[src/design/wam_pkg.sv]
// Shared widths and control structures for the windowed allele ratio mean block.
`timescale 1ns / 1ps

package wam_pkg;

    localparam int POS_W     = 32;
    localparam int READS_W   = 16;
    localparam int RATIO_W   = 17;
    localparam int IDX_W     = 6;
    localparam int DIV_NUM_W = 32;
    localparam int DIV_DEN_W = 17;

    typedef struct packed {
        logic load;        // capture the input marker and start its ratio division
        logic wr_en;       // write position and ratio of the captured marker
        logic cen_cap;     // latch the centre position and clear the accumulator
        logic scan_issue;  // a scan read was issued this cycle
        logic mean_start;  // start the division of the window sum by its count
        logic out_load;    // load the result register
        logic out_last;    // the loaded result is the final one of the sample
    } t_dp_cmd;

    typedef struct packed {
        logic div_done;    // the shared divider has a new quotient
        logic out_free;    // the result register can take a new result
    } t_dp_stat;

endpackage

[src/design/wam_in_if.sv]
// Marker input channel: valid/ready handshake with one marker per transaction.
`timescale 1ns / 1ps

interface wam_in_if import wam_pkg::*; ();
    logic               valid;
    logic               ready;
    logic [POS_W-1:0]   position;
    logic [READS_W-1:0] ref_count;
    logic [READS_W-1:0] alt_count;
    logic               last_marker;

    modport source (output valid, position, ref_count, alt_count, last_marker, input ready);
    modport sink   (input valid, position, ref_count, alt_count, last_marker, output ready);
endinterface

[src/design/wam_out_if.sv]
// Result output channel: valid/ready handshake with one window mean per transaction.
`timescale 1ns / 1ps

interface wam_out_if import wam_pkg::*; ();
    logic               valid;
    logic               ready;
    logic [IDX_W-1:0]   marker_index;
    logic [RATIO_W-1:0] mean_ratio;
    logic               empty_window;
    logic               last_result;

    modport source (output valid, marker_index, mean_ratio, empty_window, last_result,
                    input ready);
    modport sink   (input valid, marker_index, mean_ratio, empty_window, last_result,
                    output ready);
endinterface

[src/design/wam_div.sv]
// Shared restoring divider, one quotient bit per cycle.
`timescale 1ns / 1ps

module wam_div import wam_pkg::*; (
    input  logic                 i_clk,
    input  logic                 i_rst_n,
    input  logic                 i_start,
    input  logic [DIV_NUM_W-1:0] i_num,
    input  logic [DIV_DEN_W-1:0] i_den,
    output logic                 o_done,
    output logic [RATIO_W-1:0]   o_quot
);

    localparam int STEP_W = $clog2(DIV_NUM_W);
    localparam int REM_W  = DIV_DEN_W + 1;

    logic                 r_busy;
    logic                 r_done;
    logic [STEP_W-1:0]    r_step;
    logic [DIV_NUM_W-1:0] r_num;
    logic [DIV_DEN_W-1:0] r_den;
    logic [REM_W-1:0]     r_rem;
    logic [RATIO_W-1:0]   r_quo;

    logic [REM_W-1:0]     rem_sh;
    logic                 ge;

    // The remainder stays below the divisor, so one extra bit holds the shifted value.
    assign rem_sh = {r_rem[REM_W-2:0], r_num[DIV_NUM_W-1]};
    assign ge     = rem_sh >= {1'b0, r_den};

    always_ff @(posedge i_clk) begin
        if (!i_rst_n) begin
            r_busy <= 1'b0;
            r_done <= 1'b0;
            r_step <= '0;
        end else begin
            r_done <= 1'b0;
            if (i_start) begin
                r_busy <= 1'b1;
                r_step <= STEP_W'(DIV_NUM_W - 1);
            end else if (r_busy) begin
                r_step <= r_step - STEP_W'(1);
                if (r_step == '0) begin
                    r_busy <= 1'b0;
                    r_done <= 1'b1;
                end
            end
        end
    end

    always_ff @(posedge i_clk) begin
        if (i_start) begin
            r_num <= i_num;
            r_den <= i_den;
            r_rem <= '0;
            r_quo <= '0;
        end else if (r_busy) begin
            r_num <= {r_num[DIV_NUM_W-2:0], 1'b0};
            r_rem <= ge ? (rem_sh - {1'b0, r_den}) : rem_sh;
            r_quo <= {r_quo[RATIO_W-2:0], ge};
        end
    end

    assign o_done = r_done;
    assign o_quot = r_quo;

endmodule

[src/design/wam_dp.sv]
// Datapath: marker memories, ratio and mean division, window accumulator, result register.
`timescale 1ns / 1ps

module wam_dp import wam_pkg::*; #(
    parameter int MAX_MARKERS = 64
) (
    input  logic                           i_clk,
    input  logic                           i_rst_n,
    input  t_dp_cmd                        i_cmd,
    output t_dp_stat                       o_stat,
    input  logic [$clog2(MAX_MARKERS)-1:0] i_rd_addr,
    input  logic [$clog2(MAX_MARKERS)-1:0] i_wr_addr,
    input  logic [$clog2(MAX_MARKERS)-1:0] i_out_idx,
    input  logic                           i_cfg_we,
    input  logic [POS_W-1:0]               i_cfg_wdata,
    input  logic [POS_W-1:0]               i_position,
    input  logic [READS_W-1:0]             i_ref_count,
    input  logic [READS_W-1:0]             i_alt_count,
    wam_out_if.source                      o_out
);

    localparam int AW  = $clog2(MAX_MARKERS);
    localparam int CW  = $clog2(MAX_MARKERS + 1);
    localparam int SW  = RATIO_W + AW;
    localparam int RSW = RATIO_W + 1;

    logic [POS_W-1:0] pos_mem [MAX_MARKERS];
    logic [RSW-1:0]   rat_mem [MAX_MARKERS];

    logic [POS_W-1:0]   r_wd;
    logic [POS_W-1:0]   r_pos_in;
    logic               r_zero;
    logic [POS_W-1:0]   r_pos_rd;
    logic [RSW-1:0]     r_rat_rd;
    logic [POS_W-1:0]   r_centre;
    logic               r_acc_pend;
    logic [SW-1:0]      r_sum;
    logic [CW-1:0]      r_cnt;
    logic               r_ovalid;
    logic [IDX_W-1:0]   r_oidx;
    logic [RATIO_W-1:0] r_omean;
    logic               r_oempty;
    logic               r_olast;

    logic                 div_start;
    logic [DIV_NUM_W-1:0] div_num;
    logic [DIV_DEN_W-1:0] div_den;
    logic                 div_done;
    logic [RATIO_W-1:0]   div_quot;
    logic [POS_W:0]       diff;
    logic [POS_W-1:0]     gap;
    logic                 in_win;

    assign div_start = i_cmd.load | i_cmd.mean_start;
    assign div_num   = i_cmd.load ? {i_ref_count, {RATIO_W-1{1'b0}}} : DIV_NUM_W'(r_sum);
    assign div_den   = i_cmd.load ? (DIV_DEN_W'(i_ref_count) + DIV_DEN_W'(i_alt_count))
                                  : DIV_DEN_W'(r_cnt);

    wam_div u_div (
        .i_clk   (i_clk),
        .i_rst_n (i_rst_n),
        .i_start (div_start),
        .i_num   (div_num),
        .i_den   (div_den),
        .o_done  (div_done),
        .o_quot  (div_quot)
    );

    always_ff @(posedge i_clk) begin
        if (!i_rst_n) begin
            r_wd <= '0;
        end else if (i_cfg_we) begin
            r_wd <= i_cfg_wdata;
        end
    end

    always_ff @(posedge i_clk) begin
        if (i_cmd.load) begin
            r_pos_in <= i_position;
            r_zero   <= (i_ref_count == '0) && (i_alt_count == '0);
        end
    end

    always_ff @(posedge i_clk) begin
        if (i_cmd.wr_en) begin
            pos_mem[i_wr_addr] <= r_pos_in;
            rat_mem[i_wr_addr] <= r_zero ? '0 : {1'b1, div_quot};
        end
        r_pos_rd <= pos_mem[i_rd_addr];
        r_rat_rd <= rat_mem[i_rd_addr];
    end

    assign diff   = {1'b0, r_pos_rd} - {1'b0, r_centre};
    assign gap    = diff[POS_W] ? (r_centre - r_pos_rd) : diff[POS_W-1:0];
    assign in_win = r_rat_rd[RSW-1] && (gap <= r_wd);

    // Read data of a scan address arrives in the cycle after the address was issued.
    always_ff @(posedge i_clk) begin
        if (!i_rst_n) begin
            r_acc_pend <= 1'b0;
        end else begin
            r_acc_pend <= i_cmd.scan_issue;
        end
    end

    always_ff @(posedge i_clk) begin
        if (i_cmd.cen_cap) begin
            r_centre <= r_pos_rd;
            r_sum    <= '0;
            r_cnt    <= '0;
        end else if (r_acc_pend && in_win) begin
            r_sum <= r_sum + SW'(r_rat_rd[RATIO_W-1:0]);
            r_cnt <= r_cnt + CW'(1);
        end
    end

    always_ff @(posedge i_clk) begin
        if (!i_rst_n) begin
            r_ovalid <= 1'b0;
        end else if (i_cmd.out_load) begin
            r_ovalid <= 1'b1;
        end else if (o_out.ready) begin
            r_ovalid <= 1'b0;
        end
    end

    always_ff @(posedge i_clk) begin
        if (i_cmd.out_load) begin
            r_oidx   <= IDX_W'(i_out_idx);
            r_omean  <= (r_cnt == '0) ? '0 : div_quot;
            r_oempty <= (r_cnt == '0);
            r_olast  <= i_cmd.out_last;
        end
    end

    assign o_stat.div_done = div_done;
    assign o_stat.out_free = !r_ovalid || o_out.ready;

    assign o_out.valid        = r_ovalid;
    assign o_out.marker_index = r_oidx;
    assign o_out.mean_ratio   = r_omean;
    assign o_out.empty_window = r_oempty;
    assign o_out.last_result  = r_olast;

endmodule

[src/design/wam_ctrl.sv]
// Controller: sequences marker loading, the window scan and result emission.
`timescale 1ns / 1ps

module wam_ctrl import wam_pkg::*; #(
    parameter int MAX_MARKERS = 64
) (
    input  logic                           i_clk,
    input  logic                           i_rst_n,
    input  logic                           i_in_valid,
    input  logic                           i_last,
    output logic                           o_in_ready,
    input  t_dp_stat                       i_stat,
    output t_dp_cmd                        o_cmd,
    output logic [$clog2(MAX_MARKERS)-1:0] o_rd_addr,
    output logic [$clog2(MAX_MARKERS)-1:0] o_wr_addr,
    output logic [$clog2(MAX_MARKERS)-1:0] o_out_idx
);

    localparam int AW = $clog2(MAX_MARKERS);
    localparam int CW = $clog2(MAX_MARKERS + 1);

    localparam logic [3:0] S_IDLE  = 4'd0;
    localparam logic [3:0] S_RDIV  = 4'd1;
    localparam logic [3:0] S_CEN   = 4'd2;
    localparam logic [3:0] S_CENW  = 4'd3;
    localparam logic [3:0] S_SCAN  = 4'd4;
    localparam logic [3:0] S_DRAIN = 4'd5;
    localparam logic [3:0] S_MDIV  = 4'd6;
    localparam logic [3:0] S_MWAIT = 4'd7;
    localparam logic [3:0] S_OUT   = 4'd8;

    logic [3:0]    r_state, n_state;
    logic [CW-1:0] r_count, n_count;
    logic [AW-1:0] r_k, n_k;
    logic [AW-1:0] r_m, n_m;
    logic          r_last, n_last;

    logic accept;
    logic full;
    logic k_last;
    logic m_last;

    assign accept = i_in_valid && o_in_ready;
    assign full   = r_count == CW'(MAX_MARKERS);
    assign k_last = (CW'(r_k) + CW'(1)) == r_count;
    assign m_last = (CW'(r_m) + CW'(1)) == r_count;

    assign o_in_ready = r_state == S_IDLE;
    assign o_rd_addr  = (r_state == S_CEN) ? r_k : r_m;
    assign o_wr_addr  = r_count[AW-1:0];
    assign o_out_idx  = r_k;

    always_comb begin
        n_state = r_state;
        n_count = r_count;
        n_k     = r_k;
        n_m     = r_m;
        n_last  = r_last;
        o_cmd   = '0;
        unique case (r_state)
            S_IDLE: begin
                if (accept) begin
                    // A marker beyond the store is dropped, but its last flag still counts.
                    if (!full) begin
                        o_cmd.load = 1'b1;
                        n_last     = i_last;
                        n_state    = S_RDIV;
                    end else if (i_last) begin
                        n_k     = '0;
                        n_state = S_CEN;
                    end
                end
            end
            S_RDIV: begin
                if (i_stat.div_done) begin
                    o_cmd.wr_en = 1'b1;
                    n_count     = r_count + CW'(1);
                    if (r_last) begin
                        n_k     = '0;
                        n_state = S_CEN;
                    end else begin
                        n_state = S_IDLE;
                    end
                end
            end
            S_CEN: begin
                n_state = S_CENW;
            end
            S_CENW: begin
                o_cmd.cen_cap = 1'b1;
                n_m           = '0;
                n_state       = S_SCAN;
            end
            S_SCAN: begin
                o_cmd.scan_issue = 1'b1;
                if (m_last) begin
                    n_state = S_DRAIN;
                end else begin
                    n_m = r_m + AW'(1);
                end
            end
            S_DRAIN: begin
                n_state = S_MDIV;
            end
            S_MDIV: begin
                o_cmd.mean_start = 1'b1;
                n_state          = S_MWAIT;
            end
            S_MWAIT: begin
                if (i_stat.div_done) begin
                    n_state = S_OUT;
                end
            end
            S_OUT: begin
                if (i_stat.out_free) begin
                    o_cmd.out_load = 1'b1;
                    o_cmd.out_last = k_last;
                    if (k_last) begin
                        n_count = '0;
                        n_state = S_IDLE;
                    end else begin
                        n_k     = r_k + AW'(1);
                        n_state = S_CEN;
                    end
                end
            end
            default: begin
                n_state = S_IDLE;
            end
        endcase
    end

    always_ff @(posedge i_clk) begin
        if (!i_rst_n) begin
            r_state <= S_IDLE;
            r_count <= '0;
            r_k     <= '0;
            r_m     <= '0;
            r_last  <= 1'b0;
        end else begin
            r_state <= n_state;
            r_count <= n_count;
            r_k     <= n_k;
            r_m     <= n_m;
            r_last  <= n_last;
        end
    end

endmodule

[src/design/windowed_allele_ratio_mean.sv]
// Loading a marker runs the transaction, 32 steps of the shared divider and the write.
// Each result of a sample of n markers needs a scan over all n stored markers through the
// memory read port, then 32 divider steps for the mean.
// Results follow the transaction carrying last_marker; no marker is taken until the final one is loaded.
// Synchronous active-low reset clears the controller, the count, the window distance and the
// result valid; the marker memories need no clearing.
`timescale 1ns / 1ps

module windowed_allele_ratio_mean import wam_pkg::*; #(
    parameter int MAX_MARKERS = 64
) (
    input  logic             i_clk,
    input  logic             i_rst_n,
    input  logic             i_cfg_we,
    input  logic [POS_W-1:0] i_cfg_wdata,
    wam_in_if.sink           i_in_ch,
    wam_out_if.source        o_out_ch
);

    localparam int AW = $clog2(MAX_MARKERS);

    t_dp_cmd       cmd;
    t_dp_stat      stat;
    logic [AW-1:0] rd_addr;
    logic [AW-1:0] wr_addr;
    logic [AW-1:0] out_idx;
    logic          in_ready;

    assign i_in_ch.ready = in_ready;

    wam_ctrl #(
        .MAX_MARKERS (MAX_MARKERS)
    ) u_ctrl (
        .i_clk      (i_clk),
        .i_rst_n    (i_rst_n),
        .i_in_valid (i_in_ch.valid),
        .i_last     (i_in_ch.last_marker),
        .o_in_ready (in_ready),
        .i_stat     (stat),
        .o_cmd      (cmd),
        .o_rd_addr  (rd_addr),
        .o_wr_addr  (wr_addr),
        .o_out_idx  (out_idx)
    );

    wam_dp #(
        .MAX_MARKERS (MAX_MARKERS)
    ) u_dp (
        .i_clk       (i_clk),
        .i_rst_n     (i_rst_n),
        .i_cmd       (cmd),
        .o_stat      (stat),
        .i_rd_addr   (rd_addr),
        .i_wr_addr   (wr_addr),
        .i_out_idx   (out_idx),
        .i_cfg_we    (i_cfg_we),
        .i_cfg_wdata (i_cfg_wdata),
        .i_position  (i_in_ch.position),
        .i_ref_count (i_in_ch.ref_count),
        .i_alt_count (i_in_ch.alt_count),
        .o_out       (o_out_ch)
    );

endmodule

[src/flat_wrapper.sv]
// flat-port wrapper written by rule: the top's interface ports become plain ports
module windowed_allele_ratio_mean_flat import wam_pkg::*;
#(
    parameter int MAX_MARKERS = 64
)
  (i_clk, i_rst_n, i_cfg_we, i_cfg_wdata, i_in_ch_valid, i_in_ch_position, i_in_ch_ref_count, i_in_ch_alt_count, i_in_ch_last_marker, i_in_ch_ready, o_out_ch_valid, o_out_ch_marker_index, o_out_ch_mean_ratio, o_out_ch_empty_window, o_out_ch_last_result, o_out_ch_ready);
  wam_in_if i_in_ch_i ();
  wam_out_if o_out_ch_i ();
  input  logic i_clk;
  input  logic i_rst_n;
  input  logic i_cfg_we;
  input  logic [POS_W-1:0] i_cfg_wdata;
  input wire logic [$bits(i_in_ch_i.valid)-1:0] i_in_ch_valid;
  input wire logic [$bits(i_in_ch_i.position)-1:0] i_in_ch_position;
  input wire logic [$bits(i_in_ch_i.ref_count)-1:0] i_in_ch_ref_count;
  input wire logic [$bits(i_in_ch_i.alt_count)-1:0] i_in_ch_alt_count;
  input wire logic [$bits(i_in_ch_i.last_marker)-1:0] i_in_ch_last_marker;
  output wire logic [$bits(i_in_ch_i.ready)-1:0] i_in_ch_ready;
  output wire logic [$bits(o_out_ch_i.valid)-1:0] o_out_ch_valid;
  output wire logic [$bits(o_out_ch_i.marker_index)-1:0] o_out_ch_marker_index;
  output wire logic [$bits(o_out_ch_i.mean_ratio)-1:0] o_out_ch_mean_ratio;
  output wire logic [$bits(o_out_ch_i.empty_window)-1:0] o_out_ch_empty_window;
  output wire logic [$bits(o_out_ch_i.last_result)-1:0] o_out_ch_last_result;
  input wire logic [$bits(o_out_ch_i.ready)-1:0] o_out_ch_ready;
  assign i_in_ch_i.valid = i_in_ch_valid;
  assign i_in_ch_i.position = i_in_ch_position;
  assign i_in_ch_i.ref_count = i_in_ch_ref_count;
  assign i_in_ch_i.alt_count = i_in_ch_alt_count;
  assign i_in_ch_i.last_marker = i_in_ch_last_marker;
  assign i_in_ch_ready = i_in_ch_i.ready;
  assign o_out_ch_valid = o_out_ch_i.valid;
  assign o_out_ch_marker_index = o_out_ch_i.marker_index;
  assign o_out_ch_mean_ratio = o_out_ch_i.mean_ratio;
  assign o_out_ch_empty_window = o_out_ch_i.empty_window;
  assign o_out_ch_last_result = o_out_ch_i.last_result;
  assign o_out_ch_i.ready = o_out_ch_ready;
  windowed_allele_ratio_mean #(.MAX_MARKERS(MAX_MARKERS)) u_core (.i_clk(i_clk), .i_rst_n(i_rst_n), .i_cfg_we(i_cfg_we), .i_cfg_wdata(i_cfg_wdata), .i_in_ch(i_in_ch_i), .o_out_ch(o_out_ch_i));
endmodule
[config.mk]
export PLATFORM = sky130hd
export DESIGN_NAME = windowed_allele_ratio_mean_flat
export DESIGN_NICKNAME = d
export VERILOG_FILES = /design/src/design/wam_pkg.sv /design/src/design/wam_in_if.sv /design/src/design/wam_out_if.sv /design/src/design/wam_div.sv /design/src/design/wam_dp.sv /design/src/design/wam_ctrl.sv /design/src/design/windowed_allele_ratio_mean.sv /design/src/flat_wrapper.sv
export SDC_FILE = /design/constraint.sdc
export NUM_CORES = 2
export LEC_CHECK = 0
export ABC_AREA = 1
export BUFFER_PORTS_ARGS = -buffer_cell sky130_fd_sc_hd__buf_2
export CORE_MARGIN = 2
export CORE_UTILIZATION = 50
export DETAILED_ROUTE_END_ITERATION = 12
export GPL_ROUTABILITY_DRIVEN = 0
export PLACE_DENSITY_LB_ADDON = 0.2
export SLEW_MARGIN = 20
export SYNTH_ARGS = -nofsm -noshare
export SYNTH_HDL_FRONTEND = slang
export SYNTH_HIERARCHICAL = 1
export SYNTH_SLANG_ARGS = --single-unit
export TNS_END_PERCENT = 10
[constraint.sdc]
create_clock -name i_clk -period 6.9 [get_ports i_clk]
set_input_delay 1.725 -clock i_clk [delete_from_list [all_inputs] [get_ports i_clk]]
set_output_delay 1.725 -clock i_clk [all_outputs]
set_load 0.1 [all_outputs]
==> results.json <==
{
  "status": "finished clean",
  "grt_pass1_wl_um": 647000,
  "seq_area_frac_synth_pct": 71.0,
  "routed_wl_um": 449000,
  "clk_pin_slew_ps": 60,
  "cts_tree": "yes",
  "initial_core_util_pct": 50.3,
  "vias": 103000,
  "cts_made_buffers": 366,
  "cts_setup_buffers": 0,
  "cts-root-buf": "clkbuf_16",
  "synthDistinctLibCells": 53,
  "die_area_um2": 297000,
  "yosys_warnings": 6,
  "drt-wirelength-per-cell_um": 26.9,
  "r2r_end": "u_core/u_dp/r_sum[6]",
  "min_path_cells": 0,
  "syn_avg_cell_area_um2": 11.7,
  "drt_iter0_drc": 15200,
  "hold_start": "u_core/u_dp/r_pos_rd[31]",
  "synth_top_family_by_area": "simple AND/OR/NAND/NOR gates",
  "power-per-cell-area_nw_per_um2": 282,
  "postLayoutCoreUtil_pct": 56.1,
  "grt_pass1_vias": 97000,
  "period_needed_ps": 5680,
  "hold_viol_final": 0,
  "critical_path_peak_fanout": 22,
  "synth-compound-area-share_pct": 10.7,
  "leakage_nw": 57.7,
  "clock.fmax_mhz": 176,
  "fillCellCount": 23700,
  "startpoint_type": "flop",
  "tightest_slew_ps": 1170,
  "synthFlopType": "edfxtp_1",
  "multiInputGateArea_um2": 37500,
  "antenna_found_initial": 21,
  "cts_buffer_depth": 4,
  "synth_edf_count": 3339,
  "clk_latency_ps": 960,
  "synth_common_cells": "edfxtp_1, nor2_1, nand2_1, o21ai_0, o22ai_1",
  "r2r-start": "u_core/u_dp/r_pos_rd[0]",
  "muxShareOfSynthArea_pct": 0,
  "synthXorXnorAreaFrac_pct": 0.389,
  "drc": 0,
  "cts.sinks": 3518,
  "r2r.worst_path.cells": 25,
  "worstPathRequired_ps": 7720,
  "synth_seq_cells": 3518,
  "path_class": "flop to flop",
  "yosysMostFrequentCell": "edfxtp_1",
  "area_delta_synth_final_pct": 11.7,
  "fin_skew_ps": 74.4,
  "async_reset_ff_share_pct": 0,
  "yosysTopAreaCell": "edfxtp_1",
  "finalCritPeriodShare_pct": 82.4,
  "maxSlewHeadroom_pct": 21.5,
  "drive_gt1_share_pct": 8.13,
  "portBuffers": 128,
  "register_area_um2": 104000,
  "critical_path_arrival_ps": 6500,
  "rsz0062_at_grt": "false",
  "maxCapViolations": 0,
  "cts-resized-gates": 0,
  "track_usage_pct": 29.5,
  "synthAdderAreaFrac_pct": 1.38,
  "hold_path_end": "u_core/u_dp/r_centre[31]",
  "cts_hold_buf": 0,
  "syn-num-nets": 12800,
  "yosys.area_share.simple_pct": 12.7,
  "cp-end-kind": "flop",
  "ios": 129,
  "place.detailed.hpwl_um": 237000,
  "final_antenna_net_count": 0,
  "core_area_um2": 291000,
  "dieHeight_um": 545,
  "synth_area_leaders": "edfxtp_1, o21ai_0, nor2_1",
  "synth_top_area_share_pct": 68.6,
  "r2r_setup_slack_ps": 1220,
  "finalMaxSlewViolations": 0,
  "grt_max_degree": 202,
  "htreeDepth": 5,
  "drtPass1Iterations": 8,
  "irDropWorstVdd_uv": 201,
  "die_w_um": 545,
  "hp-class": "flop to flop",
  "row_count": 198,
  "vias_per_cell": 6.15,
  "nets": 12800,
  "syn-cell-area_um2": 146000,
  "synthCells": 12500,
  "tns_ps": 0,
  "setup_viol": 0,
  "grt_overflow_total": 0
}
area by class of cell:
| class | count | share of cell area, % |
|---|---|---|
| flip-flops and latches | 3518 | 63.6 |
| inverters | 542 | 1.28 |
| well taps | 3900 | 2.99 |
| clock inverters | 219 | 1.24 |
| clock buffers | 450 | 5.83 |
| repair buffers | 403 | 2.10 |
| multi-input cells | 7668 | 23.0 |
| diodes | 2 | 0.00306 |
registers in the layout, indices dropped and copies added (netlist names), 18 cells and up:
| register | cells |
|---|---|
| u_core/u_dp/r_centre | 32 |
| u_core/u_dp/rat_mem | 1152 |
| u_core/u_dp/r_pos_in | 32 |
| u_core/u_dp/r_rat_rd | 18 |
| u_core/u_dp/pos_mem | 2048 |
| u_core/u_dp/r_pos_rd | 32 |
| u_core/u_dp/r_wd | 32 |
| u_core/u_dp/u_div/r_num | 32 |
| u_core/u_dp/r_sum | 23 |
layout by cell type, fill, tap and decap left out, types with 153 or more instances in the layout:
cell type     n
nand3_1     726
dfxtp_1     179
clkbuf_16   368
nor2_1     1842
ha_1        153
inv_1       527
edfxtp_1   3339
a21oi_1     268
o22ai_1     819
nand2_1    1718
o21ai_0    1615
buf_4       217
metal layers:
| metal | up-vias | global-route usage, % | wire length (um) | share of wire (%) |
|---|---|---|---|---|
| li1 | 44900 | - | - | - |
| met1 | 50800 | 40.9 | 176000 | 39 |
| met2 | 6026 | 46.6 | 205000 | 46 |
| met3 | 948 | 5.62 | 50100 | 11 |
| met4 | 16 | 10.9 | 17600 | 3.9 |
| met5 | - | 0 | 100 | 0.022 |
how the worst max path moves through the flow:
stage                                 start  cells past startpoint                         end  slack [ps]
floorplan                     i_in_ch_valid                      8  u_core/u_dp/u_div/r_num[0]         940
global placement    u_core/u_dp/r_pos_rd[0]                     26       u_core/u_dp/r_sum[14]        1320
detailed placement  u_core/u_dp/r_pos_rd[0]                     26       u_core/u_dp/r_sum[17]        1180
CTS                 u_core/u_dp/r_pos_rd[0]                     26        u_core/u_dp/r_sum[6]        1150
global route        u_core/u_dp/r_pos_rd[0]                     26        u_core/u_dp/r_sum[6]         660
finish              u_core/u_dp/r_pos_rd[0]                     25        u_core/u_dp/r_sum[6]        1220
per-stage QoR:
stage	std cells	total power [mW]	cell area [um^2]	setup WS [ps]	hold slack [ps]
6_report	16700	46.0	163000	1220	464
5_1_grt	16700	47.4	163000	659	478
4_1_cts	16700	46.2	163000	1150	464
3_5_place_dp	16000	27.2	152000	1180	447
3_3_place_gp	16000	27.2	152000	1320	420
2_1_floorplan	12500	26.3	146000	941	415
cell families (layout without fill, tap and decap cells):
group                      after synthesis  count (layout)
other                                    0               2
AOI/OAI and AO/OA                     2878            2878
DFF                                   3518            3518
and+or+nand+nor                       4567            4567
adders and majority gates              158             158
xor gates and xnor gates                65              65
buffers and inverters                 1315            1614
critical path: stages (launching register included):
cell and delay [ps]:
dfxtp_1 330, inv_1 60, ha_1 210, inv_1 90, fa_1 410, nand2_1 90
nand2_1 100, nand2_1 80, nand3_1 160, nand3_1 130, nand2_1 120, a21oi_2 840
nand2_1 190, nand3_1 140, nand2_1 70, ha_1 290, nand2_1 70, nor2_1 110
nand2_1 80, nor4_1 390, nand3b_1 140, nand2_1 280, nand3_1 770, nand2_1 260
inv_1 70, nor2_1 100
where the power goes:
group | internal (mW) | switching (mW)
clock network | 10.8 | 8.35
registers | 23.7 | 0.156
logic | 0.831 | 2.13
total | 35.4 | 10.6
Power figures use the tool's default switching activity.
